File: src/hdl/wrr_pkg.sv
// ----------------------------------------------------------------------------
// wrr_pkg
// shared types and constants for the three-axis window rank and range block
// ----------------------------------------------------------------------------
package wrr_pkg;

   localparam int SAMPLE_W   = 10;
   localparam int RANK_W     = 7;
   localparam int SPREAD_W   = 10;
   localparam int RANK_SCALE = 100;

   localparam logic signed [SAMPLE_W-1:0] SAMPLE_MIN = 10'sh200;
   localparam logic signed [SAMPLE_W-1:0] SAMPLE_MAX = 10'sh1FF;

   typedef logic signed [SAMPLE_W-1:0] sample_type;
   typedef logic        [RANK_W-1:0]   rank_type;
   typedef logic        [SPREAD_W-1:0] spread_type;

   // control from the sequencer to each axis accumulator
   typedef struct packed {
      logic clear;   // start of a new item
      logic step;    // one window entry is on the entry input
   } axis_ctl_type;

endpackage

File: src/hdl/wrr_mem.sv
// ----------------------------------------------------------------------------
// wrr_mem
// single-port-write, single-port-read sample memory with registered read
// ----------------------------------------------------------------------------
module wrr_mem #(
   parameter int DEPTH = 32,
   parameter int WIDTH = 30
) (
   input  logic                     clock,
   input  logic                     wr_en,
   input  logic [$clog2(DEPTH)-1:0] wr_addr,
   input  logic [WIDTH-1:0]         wr_data,
   input  logic                     rd_en,
   input  logic [$clog2(DEPTH)-1:0] rd_addr,
   output logic [WIDTH-1:0]         rd_data
);

   logic [WIDTH-1:0] mem [DEPTH];
   logic [WIDTH-1:0] rd_data_ff;

   always_ff @(posedge clock) begin
      if (wr_en) begin
         mem[wr_addr] <= wr_data;
      end
   end

   always_ff @(posedge clock) begin
      if (rd_en) begin
         rd_data_ff <= mem[rd_addr];
      end
   end

   assign rd_data = rd_data_ff;

endmodule

File: src/hdl/wrr_axis.sv
// ----------------------------------------------------------------------------
// wrr_axis
// per-axis accumulator: rank count scaled to percent, running min and max
// ----------------------------------------------------------------------------
module wrr_axis #(
   parameter int WINDOW = 32
) (
   input  logic                  clock,
   input  wrr_pkg::axis_ctl_type ctl,
   input  wrr_pkg::sample_type   sample,
   input  wrr_pkg::sample_type   entry,
   output wrr_pkg::rank_type     rank,
   output wrr_pkg::spread_type   spread
);
   import wrr_pkg::*;

   localparam int AW    = $clog2(WINDOW);
   localparam int Q_DIV = RANK_SCALE / WINDOW;
   localparam int R_MOD = RANK_SCALE % WINDOW;

   rank_type    quot_ff, quot_in;
   logic [AW-1:0] rem_ff, rem_in;
   sample_type  lo_ff, lo_in;
   sample_type  hi_ff, hi_in;

   logic [AW:0]     rem_sum;
   logic [SAMPLE_W:0] diff;

   // count * 100 / WINDOW kept as quotient and remainder, one entry a step
   always_comb begin
      rem_sum = {1'b0, rem_ff} + (AW+1)'(R_MOD);
      quot_in = quot_ff;
      rem_in  = rem_ff;
      lo_in   = lo_ff;
      hi_in   = hi_ff;
      if (ctl.clear) begin
         quot_in = '0;
         rem_in  = '0;
         lo_in   = SAMPLE_MAX;
         hi_in   = SAMPLE_MIN;
      end else if (ctl.step) begin
         if (sample >= entry) begin
            if (rem_sum >= (AW+1)'(WINDOW)) begin
               rem_in  = AW'(rem_sum - (AW+1)'(WINDOW));
               quot_in = quot_ff + RANK_W'(Q_DIV) + RANK_W'(1);
            end else begin
               rem_in  = rem_sum[AW-1:0];
               quot_in = quot_ff + RANK_W'(Q_DIV);
            end
         end
         if (entry < lo_ff) begin
            lo_in = entry;
         end
         if (entry > hi_ff) begin
            hi_in = entry;
         end
      end
   end

   always_ff @(posedge clock) begin
      quot_ff <= quot_in;
      rem_ff  <= rem_in;
      lo_ff   <= lo_in;
      hi_ff   <= hi_in;
   end

   assign diff   = {hi_ff[SAMPLE_W-1], hi_ff} - {lo_ff[SAMPLE_W-1], lo_ff};
   assign rank   = quot_ff;
   assign spread = diff[SPREAD_W-1:0];

endmodule

File: src/hdl/window_rank_and_range_3axis_core.sv
// ----------------------------------------------------------------------------
// window_rank_and_range_3axis_core
// sliding-window percentile rank and min/max range for a three-axis sample
// ----------------------------------------------------------------------------
// req channel: one transfer carries a sample (x, y, z). rsp channel: one
// transfer per sample carries the rank of each axis against the window, the
// range of each axis over the window before the update, and the flag for an
// all-minus-one reading. The window of the last WINDOW samples lives in one
// synchronous memory; a sample walks it one entry per cycle through the
// single read port, then overwrites the oldest entry.
// A new sample is taken only once the previous one is placed in the output
// register, after its walk through the memory read port.
// Reset: the window reads as all zero; entries not yet written are masked by
// a fill count, so there is no clearing pass. A stalled rsp holds its result;
// the next sample is still taken and walked, and it waits for the output
// register only at its end.
// ----------------------------------------------------------------------------
module window_rank_and_range_3axis_core #(
   parameter int WINDOW = 32
) (
   input  logic        clock,
   input  logic        reset,
   input  logic        req_tvalid,
   output logic        req_tready,
   input  logic [31:0] req_tdata,   // accel_x, accel_y, accel_z, pad
   output logic        rsp_tvalid,
   input  logic        rsp_tready,
   output logic [55:0] rsp_tdata    // rank_x, rank_y, rank_z, spread_x,
                                    // spread_y, spread_z, sensor_absent, pad
);
   import wrr_pkg::*;

   localparam int AW     = $clog2(WINDOW);
   localparam int FW     = $clog2(WINDOW + 1);
   localparam int WORD_W = 3 * SAMPLE_W;

   localparam logic [1:0] ST_IDLE = 2'd0;
   localparam logic [1:0] ST_SCAN = 2'd1;
   localparam logic [1:0] ST_LAST = 2'd2;
   localparam logic [1:0] ST_DONE = 2'd3;

   logic [1:0]        state_ff, state_in;
   logic [AW-1:0]     addr_ff, addr_in;
   logic [AW-1:0]     newest_ff, newest_in;
   logic [FW-1:0]     fill_ff, fill_in;
   logic              rd_vld_ff, rd_vld_in;
   logic [AW-1:0]     rd_idx_ff;
   logic [WORD_W-1:0] sample_ff;
   logic              rsp_valid_ff, rsp_valid_in;
   logic [55:0]       rsp_data_ff;

   logic              req_fire;
   logic              issue;
   logic              finish;
   logic              entry_ok;
   logic [AW-1:0]     slot;
   logic [WORD_W-1:0] rd_word;
   logic [WORD_W-1:0] entry_word;
   logic              absent;
   axis_ctl_type      ctl;
   rank_type          rank_x, rank_y, rank_z;
   spread_type        spread_x, spread_y, spread_z;

   assign req_tready = (state_ff == ST_IDLE);
   assign req_fire   = req_tvalid && req_tready;
   assign issue      = (state_ff == ST_SCAN);
   assign finish     = (state_ff == ST_DONE) && (!rsp_valid_ff || rsp_tready);
   assign slot       = (newest_ff == AW'(WINDOW - 1)) ? '0 : newest_ff + AW'(1);

   // writes land at slot 1, 2, ... and slot 0 last, so a fill count tells
   // which entries are not yet written; those are masked to read as zero
   assign entry_ok   = (fill_ff == FW'(WINDOW)) ||
                       ((rd_idx_ff != '0) && (FW'(rd_idx_ff) <= fill_ff));
   assign entry_word = entry_ok ? rd_word : '0;

   assign ctl.clear  = req_fire;
   assign ctl.step   = rd_vld_ff;

   always_comb begin
      state_in  = state_ff;
      addr_in   = addr_ff;
      newest_in = newest_ff;
      fill_in   = fill_ff;
      rd_vld_in = issue;
      unique case (state_ff)
         ST_IDLE: begin
            addr_in = '0;
            if (req_fire) begin
               state_in = ST_SCAN;
            end
         end
         ST_SCAN: begin
            addr_in = addr_ff + AW'(1);
            if (addr_ff == AW'(WINDOW - 1)) begin
               state_in = ST_LAST;
            end
         end
         ST_LAST: begin
            state_in = ST_DONE;
         end
         ST_DONE: begin
            if (finish) begin
               state_in  = ST_IDLE;
               newest_in = slot;
               if (fill_ff != FW'(WINDOW)) begin
                  fill_in = fill_ff + FW'(1);
               end
            end
         end
         default: begin
            state_in = ST_IDLE;
         end
      endcase
   end

   always_comb begin
      rsp_valid_in = rsp_valid_ff;
      if (finish) begin
         rsp_valid_in = 1'b1;
      end else if (rsp_tready) begin
         rsp_valid_in = 1'b0;
      end
   end

   always_ff @(posedge clock) begin
      if (reset) begin
         state_ff     <= ST_IDLE;
         addr_ff      <= '0;
         newest_ff    <= '0;
         fill_ff      <= '0;
         rd_vld_ff    <= 1'b0;
         rsp_valid_ff <= 1'b0;
      end else begin
         state_ff     <= state_in;
         addr_ff      <= addr_in;
         newest_ff    <= newest_in;
         fill_ff      <= fill_in;
         rd_vld_ff    <= rd_vld_in;
         rsp_valid_ff <= rsp_valid_in;
      end
   end

   always_ff @(posedge clock) begin
      rd_idx_ff <= addr_ff;
      if (req_fire) begin
         sample_ff <= req_tdata[WORD_W-1:0];
      end
      if (finish) begin
         rsp_data_ff <= {4'b0000, absent, spread_z, spread_y, spread_x,
                         rank_z, rank_y, rank_x};
      end
   end

   assign absent = (sample_ff == {WORD_W{1'b1}});

   wrr_mem #(
      .DEPTH (WINDOW),
      .WIDTH (WORD_W)
   ) u_mem (
      .clock   (clock),
      .wr_en   (finish),
      .wr_addr (slot),
      .wr_data (sample_ff),
      .rd_en   (issue),
      .rd_addr (addr_ff),
      .rd_data (rd_word)
   );

   wrr_axis #(.WINDOW(WINDOW)) u_axis_x (
      .clock  (clock),
      .ctl    (ctl),
      .sample (req_fire ? req_tdata[SAMPLE_W-1:0] : sample_ff[SAMPLE_W-1:0]),
      .entry  (entry_word[SAMPLE_W-1:0]),
      .rank   (rank_x),
      .spread (spread_x)
   );

   wrr_axis #(.WINDOW(WINDOW)) u_axis_y (
      .clock  (clock),
      .ctl    (ctl),
      .sample (sample_ff[2*SAMPLE_W-1:SAMPLE_W]),
      .entry  (entry_word[2*SAMPLE_W-1:SAMPLE_W]),
      .rank   (rank_y),
      .spread (spread_y)
   );

   wrr_axis #(.WINDOW(WINDOW)) u_axis_z (
      .clock  (clock),
      .ctl    (ctl),
      .sample (sample_ff[3*SAMPLE_W-1:2*SAMPLE_W]),
      .entry  (entry_word[3*SAMPLE_W-1:2*SAMPLE_W]),
      .rank   (rank_z),
      .spread (spread_z)
   );

   assign rsp_tvalid = rsp_valid_ff;
   assign rsp_tdata  = rsp_data_ff;

`ifndef SYNTHESIS
   a_fill_bound: assert property (@(posedge clock) disable iff (reset)
      fill_ff <= FW'(WINDOW))
      else $error("fill count above window depth");

   a_read_in_scan: assert property (@(posedge clock) disable iff (reset)
      rd_vld_ff |-> (state_ff == ST_SCAN || state_ff == ST_LAST))
      else $error("read data outside the window walk");

   a_accept_starts_scan: assert property (@(posedge clock) disable iff (reset)
      req_fire |=> (state_ff == ST_SCAN && addr_ff == '0))
      else $error("accepted sample did not start the walk at entry zero");

   a_load_frees_input: assert property (@(posedge clock) disable iff (reset)
      finish |=> (rsp_valid_ff && state_ff == ST_IDLE))
      else $error("result load did not free the input side");
`endif

endmodule

File: config.mk
export PLATFORM = sky130hd
export DESIGN_NAME = window_rank_and_range_3axis_core
export DESIGN_NICKNAME = d
export VERILOG_FILES = /design/src/hdl/wrr_pkg.sv /design/src/hdl/wrr_mem.sv /design/src/hdl/wrr_axis.sv /design/src/hdl/window_rank_and_range_3axis_core.sv
export SDC_FILE = /design/constraint.sdc
export NUM_CORES = 1
export LEC_CHECK = 0
export ABC_AREA = 1
export BUFFER_PORTS_ARGS = -buffer_cell sky130_fd_sc_hd__buf_2
export CAP_MARGIN = 15
export CELL_PAD_IN_SITES_DETAIL_PLACEMENT = 1
export CELL_PAD_IN_SITES_GLOBAL_PLACEMENT = 1
export CORE_AREA = 2 2 331 333
export DETAILED_ROUTE_END_ITERATION = 8
export DIE_AREA = 0 0 333 335
export PLACE_DENSITY = 0.77
export SETUP_SLACK_MARGIN = 0.15
export SYNTH_ARGS = -nofsm -noshare
export SYNTH_HDL_FRONTEND = slang
export SYNTH_SLANG_ARGS = --single-unit
export TNS_END_PERCENT = 50
File: constraint.sdc
create_clock -name clock -period 3.7 [get_ports clock]
set_input_delay 0.74 -clock clock [delete_from_list [all_inputs] [get_ports clock]]
set_output_delay 0.74 -clock clock [all_outputs]
set_load 0.01 [all_outputs]
* After elaboration in Yosys (flattened, before gate mapping) *
Memory sizes are Yosys's and may differ from the RTL's. A register that Yosys moved wholly into a read port is not among the register bits.
Cells that the tools add are included.

word-level totals
  register bits after elaboration = 203
  bits in writable memories = 960
  output and inout bits = 58
  logic and storage cells = 104
  memories kept = 1

operators by class
  add/subtract/negate cells = 18
  magnitude comparators = 13
  equal/unequal tests = 11
  mux-type cells = 18
  reduce and logical (&&, ||, !) cells = 22

memory list
  memory     depth  width  read ports  clocked after Yosys merged registers in  wr ports  line           RTL
  u_mem.mem  32     30     1           1                                        1         wrr_mem.sv:18  logic [WIDTH-1:0] mem [DEPTH];

operator list
  kind                    number
  $eq A30 B30 Y1 const B  1
  $ge A10 B10 Y1          3
  $gt A10 B10 Y1          3
  $lt A10 B10 Y1          3
  $mux W30                1
  $sub A10 B10 Y10        3
  $add A7 B1 Y7 const B   3
  $add A7 B2 Y7 const B   3
  $mux W7                 3
  $mux W5                 4
  $reduce_and A2 Y1       10
  $add A5 B3 Y6 const B   3
  $ge A6 B6 Y1 const B    3
  $sub A5 B1 Y5 const B   3
  $add A5 B1 Y5 const B   2
  $eq A5 B5 Y1 const B    2
  $mux W10                1
  $pmux W5 S2             1
  $pmux W2 S4             1
  $add A6 B1 Y6 const B   1
  $eq A6 B6 Y1 const B    1
  $le A5 B6 Y1            1
  $mux W2                 3
  $ne A6 B6 Y1 const B    1
  other kinds (12)        22

* Longest topological paths before layout *
  depth after elaboration = 6
  depth in mapped cells = 27
  mapped depth without buffers = 24

* Modules after synthesis *
From an unflattened synthesis, not the netlist that was laid out.

second synthesis, totals
  cell total of the unflattened synthesis = 4879
  area total of the unflattened synthesis = 51999.9 um2

by module, submodules not included
  module                            times used  cells each  area an instance (um2)
  wrr_mem                           1           3319        39670.5
  wrr_axis at u_axis_y ...          2           398         2627.5
  window_rank_and_range_3axis_core  1           368         4456.8
  wrr_axis at u_axis_x              1           396         2617.5

* Least setup slack after synthesis *
Ideal clock, no wire load.

  path kind = in2reg
  start point = in rsp_tready
  end point = mem u_mem.mem[17][0], enable pin
  setup time = 417 ps
  data arrival time = 3529 ps
  path slack = -246 ps
  stages on the path = 6
  cells stage by stage = inv_1 nand2_1 nand2_1 clkinv_1 nand3_1 nor2_1

between the ends
  cells in the longest elaborated chain, start to end = 4

RTL lines
  what                           line                                    RTL
  start, declared                window_rank_and_range_3axis_core.sv:27  input logic rsp_tready,
  $logic_or A1 B1 Y1             window_rank_and_range_3axis_core.sv:67  assign finish = (state_ff == ST_DONE) && (!rsp_valid_ff || rsp_tready);
  $logic_and A1 B1 Y1            window_rank_and_range_3axis_core.sv:67
  named net finish               window_rank_and_range_3axis_core.sv:54  logic finish;
  $mux W1                        wrr_mem.sv:22                           if (wr_en) begin
  $mux W1 (implied by the code)  wrr_mem.sv:23                           mem[wr_addr] <= wr_data;
  end, declared                  wrr_mem.sv:18

The timed path passes the listed nets, and every way through them passes these cells.

* Worst setup path after layout *
  start point = reg fill_ff[2]
  end point = reg u_axis_x.hi_ff[3]

between the ends
  cells in the longest elaborated chain, start to end = 6
  elaborated cells between the ends (all ways) = 7

RTL lines
  what                         line                                     RTL
  start, declared              window_rank_and_range_3axis_core.sv:45   logic [FW-1:0] fill_ff, fill_in;
  start signal, assigned       window_rank_and_range_3axis_core.sv:137  fill_ff <= fill_in;
  $le A5 B6 Y1                 window_rank_and_range_3axis_core.sv:73   ((rd_idx_ff != '0) && (FW'(rd_idx_ff) <= fill_ff));
  $logic_and A1 B1 Y1          window_rank_and_range_3axis_core.sv:73
  $logic_or A1 B1 Y1 *         window_rank_and_range_3axis_core.sv:72   assign entry_ok = (fill_ff == FW'(WINDOW)) ||
  $mux W30 *                   window_rank_and_range_3axis_core.sv:74   assign entry_word = entry_ok ? rd_word : '0;
  named net entry_word[3]      window_rank_and_range_3axis_core.sv:58   logic [WORD_W-1:0] entry_word;
  $gt A10 B10 Y1               wrr_axis.sv:54                           if (entry > hi_ff) begin
  $reduce_and A2 Y1 (no line)  n/a
  end signal, assigned         wrr_axis.sv:64                           hi_ff <= hi_in;
  end, declared                wrr_axis.sv:24                           sample_type hi_ff, hi_in;

The timed path passes the listed nets; every way through them passes the cells marked *.
A chain may end at the register's enable or synchronous reset.

==> results.txt <==
----------------------------------------------------
[Clock network]
  Clock Pin Slew Worst Setup and Hold Paths ... 60 ps
  H-tree depth reported by CTS ... 3
  Clock insertion delay at the later pin of the skew report ... 720 ps
  Number of buffers created by CTS ... 118
  Cell at the root of the clock tree ... clkbuf_16
  Sinks on the clock net ... 1187
  TritonCTS clock tree ... yes
  Maximum clock path buffer count ... 3

[Final layout]
  Register Area ... 0.0345 mm2
  Most common library cell in the layout ignoring fill and taps ... edfxtp_1
  Post-synthesis to final-layout area growth ... 14.8%
  Area of the multi-input gates ... 0.0136 mm2
  Total Nets Final ... 4494
  Layout cells sized above 1 ... 12.8%
  Filler cell count ... 11100
  Post-route insts no fill ... 5835
  Most frequent cells in the layout ... 1072 x edfxtp_1, 654 x nor2_1, 614 x o21ai_0

[Global route]
  Maximum number of pins on one net before global-route repair ... 143
  Total congestion overflow after global routing ... 0
  Antenna violations before repair ... 6
  GRT Util Overall ... a little over a quarter
  Number of global-route vias before repair ... between 30000 and 40000
  Global-route wire length before repair ... 223000 um

[Detailed routing]
  DRT iter0 DRCs ... about 3500
  Post-DR wirelength/cell ... between 20 and 30 um
  Routed Wire Length ... 151000 um
  Post-DRT Antenna Nets ... 0
  Number of vias per cell ... between 5 and 6
  Sum of met3 wire segment lengths after detailed routing ... approximately 11000 um
  First-pass iteration count of the detailed router ... 5
  Via count of the routed design ... 35000
  Met2 WL post-DR ... 73900 um
  Post-route DRC violation count ... 0
  Highest metal layer with signal wires ... met5
  Detailed-routing wirelength on met1 ... 59200 um

[Logic synthesis]
  Proportion of synthesized flip-flops having asynchronous set or reset ... 0%
  #FFs+latches synth ... 1187
  Synthesized area per cell ... ~12 um2
  Cell variety after synth ... 46
  Netlist area before placement ... 0.0494 mm2
  Share of the yosys chip area belonging to registers ... 69.8%
  Number of instances in the synthesized netlist ... just over 4000
  Yosys Warn Count ... 0
  Post-synth EDFFs ... around 1100
  Leading register cell type out of synthesis ... edfxtp_1

[Placed design]
  Buffers added on ports ... 87
  Number of placed instances, taps included ... 5593
  Weighted congestion at the end of routability-driven global placement ... 0.834
  Final HPWL DP ... 90200 um

[Die]
  Die W ... 333 um
  Starting Density ... 45.7%
  Count of standard-cell rows ... 121
  Total Die Area ... 0.112 mm2
  Core Footprint ... 0.108 mm2
  Height of the die ... 335 um
  I/O pin cnt ... 94

[Setup path]
  Worst path top cell family by delay ... simple AND/OR/NAND/NOR gates
  CP max FO ... 10
  Type of element capturing the critical path ... flop
  Slack of the worst reg-to-reg path ... between 300 and 400 ps
  Arrival time of data at the critical path endpoint ... 3960 ps
  Crit-path cells ... inv_2 -> ha_1 -> nand2_1 -> nor2_2 -> nand2_1 -> nand3_1 -> nand2_1 -> nand2_2 -> nand2_8 -> buf_8 -> nand2_1 -> inv_1 -> ha_1 -> nand2_1 -> nor2_1 -> o211ai_1 -> o2111ai_1 -> xnor2_1 -> inv_1 -> nor2_2 -> nand2_2 -> buf_4 -> nand2_1 -> a21oi_1
  Required time of the critical path ... about 4300 ps
  Startpoint class of the critical path ... flop
  Crit Path Category ... reg -> reg
  Crit path buf inv count ... 5
  Worst path slowest cell ... dfxtp_2
  Library cell appearing most often on the critical path ... nand2_1
  Delay contributed by the slowest stage of the critical path ... 330 ps

[Power and ir drop]
  Total Power Consumption ... 38.9 mW
  Leakage power ... 20.3 nW
  Max rail drop VDD ... 0.429 mV
  Power density of the placed cells ... 687 mW/mm2

[STA]
  Clock skew after layout ... 37.3 ps
  Transition time at the pin with the least slew margin ... 978 ps
  Pins Over Slew Limit ... 0
  Final TNS setup ... 0 ps
  Final worst path period share ... about nine tenths
  Achievable Freq ... 294 MHz
  Final Setup Violations ... 0
  Unrepaired setup endpoints after global routing ... true
  Worst Hold Slack ... 209 ps
  Final period demand of the worst path ... 3400 ps
  Max_slew headroom ... roughly a third
  Count of endpoints failing hold in the final timing report ... 0

[Outcome]
  Outcome ... finished clean

[Flow run]
  Reported max-cap violation count ... 0

[Hold path]
  Worst min-delay path class ... in -> reg

----------------------------------------------------
[metal layers]
layer  up-vias  track usage, %
met2      1425            45.2
met3       367            4.48
met1     17800            33.0
met5         -               0
met4         4            12.0
li1      15400               -
[stage by stage]
step                utilization, %  cell area [um2]  worst slack, ps
floorplan                        -            49400             -246
global placement              48.6            52600             62.3
detailed placement            48.6            52600            -73.0
CTS                           52.1            56300              184
global route                  52.4            56700            -9.61
finish                        52.4            56700              300
[final timing paths]
check / cells past startpoint / to / start
setup / recovery: 24 / u_axis_x.hi_ff[3]$_SDFFE_PP0P_ / fill_ff[2]$_SDFFE_PP0P_
hold / removal: 1 / sample_ff[11]$_DFFE_PP_ / req_tdata[11]
setup reg to reg: 24 / u_axis_x.hi_ff[3]$_SDFFE_PP0P_ / fill_ff[2]$_SDFFE_PP0P_
hold reg to reg: 0 / rd_idx_ff[3]$_DFF_P_ / addr_ff[3]$_SDFFE_PP0P_
[power by group]
group | switching (mW) | internal (mW)
clock | 5.13 | 6.40
combinational | 7.31 | 3.39
sequential | 0.608 | 16.1
total | 13.0 | 25.9
[sequential cells by signal, indices dropped and copies added, names as in the netlist]
name             flops
rsp_tdata           52
u_axis_z.hi_ff      10
u_axis_x.rank        7
sample_ff           30
u_axis_z.rem_ff      3
u_axis_y.lo_ff      10
rd_idx_ff            5
u_axis_x.hi_ff      10
u_mem.mem          960
u_axis_y.hi_ff      10
u_axis_x.rem_ff      3
rd_vld_ff            1
u_axis_x.lo_ff      10
u_axis_y.rem_ff      3
addr_ff              5
u_axis_z.rank        7
u_axis_y.rank        7
u_axis_z.lo_ff      10
fill_ff              6
rsp_tvalid           1
state_ff             2
u_mem.rd_data       30
newest_ff            5
[synth_stat cells (5+ instances only)]
| library cell | number | share of area [%] |
|---|---|---|
| o211ai_1 | 8 | 0.12 |
| o21ai_0 | 619 | 6.3 |
| xor2_1 | 36 | 0.64 |
| o21ai_1 | 30 | 0.30 |
| nand4_1 | 44 | 0.56 |
| o2111ai_1 | 5 | 0.089 |
| clkbuf_1 | 187 | 1.4 |
| buf_1 | 11 | 0.084 |
| nor2_1 | 690 | 5.2 |
| nand3_1 | 58 | 0.59 |
| nand2_2 | 6 | 0.076 |
| edfxtp_1 | 1072 | 65 |
| a21oi_1 | 147 | 1.5 |
| o31ai_1 | 15 | 0.23 |
| nor3_1 | 13 | 0.13 |
| xnor2_1 | 15 | 0.27 |
| a211oi_1 | 6 | 0.091 |
| nand2_1 | 372 | 2.8 |
| dfxtp_1 | 115 | 4.7 |
| buf_2 | 36 | 0.36 |
| inv_1 | 189 | 1.4 |
| buf_4 | 5 | 0.076 |
| ha_1 | 135 | 3.4 |
| nor4_1 | 6 | 0.076 |
| o22ai_1 | 287 | 3.6 |
[what timing repair did]
action | in CTS | in global routing
pin swaps | 0 | 10
cloned | 0 | 2
setup endpoints to repair | 13 | 69
setup buffers | 0 | 19
hold buffers | 0 | 0
endpoints found under the hold margin | 0 | 0
gates resized for setup | 7 | 59
[cell families after synthesis]
| family | count (synthesis) | share of synthesized area, % |
|---|---|---|
| other | 1 | 0.00759 |
| adder cells (fa/ha/maj) | 138 | 3.54 |
| XOR/XNOR | 51 | 0.904 |
| flip-flops | 1187 | 69.8 |
| AND/OR/NAND/NOR | 1202 | 9.72 |
| AO/OA/AOI/OAI | 1132 | 12.5 |
| buffers and inverters | 436 | 3.49 |
| multiplexers | 1 | 0.0203 |
[cell type report]
type	count	area share, %
Sequential cell	1187	60.9
Multi-Input combinational cell	2528	24.0
Clock inverter	67	0.879
Timing Repair Buffer	290	4.10
Inverter	194	1.33
Clock buffer	153	5.62
Tap cell	1414	3.12
Timing Repair inverter	1	0.0132
Antenna cell	1	0.00441
Note: power is estimated with default switching activity, not from simulation.
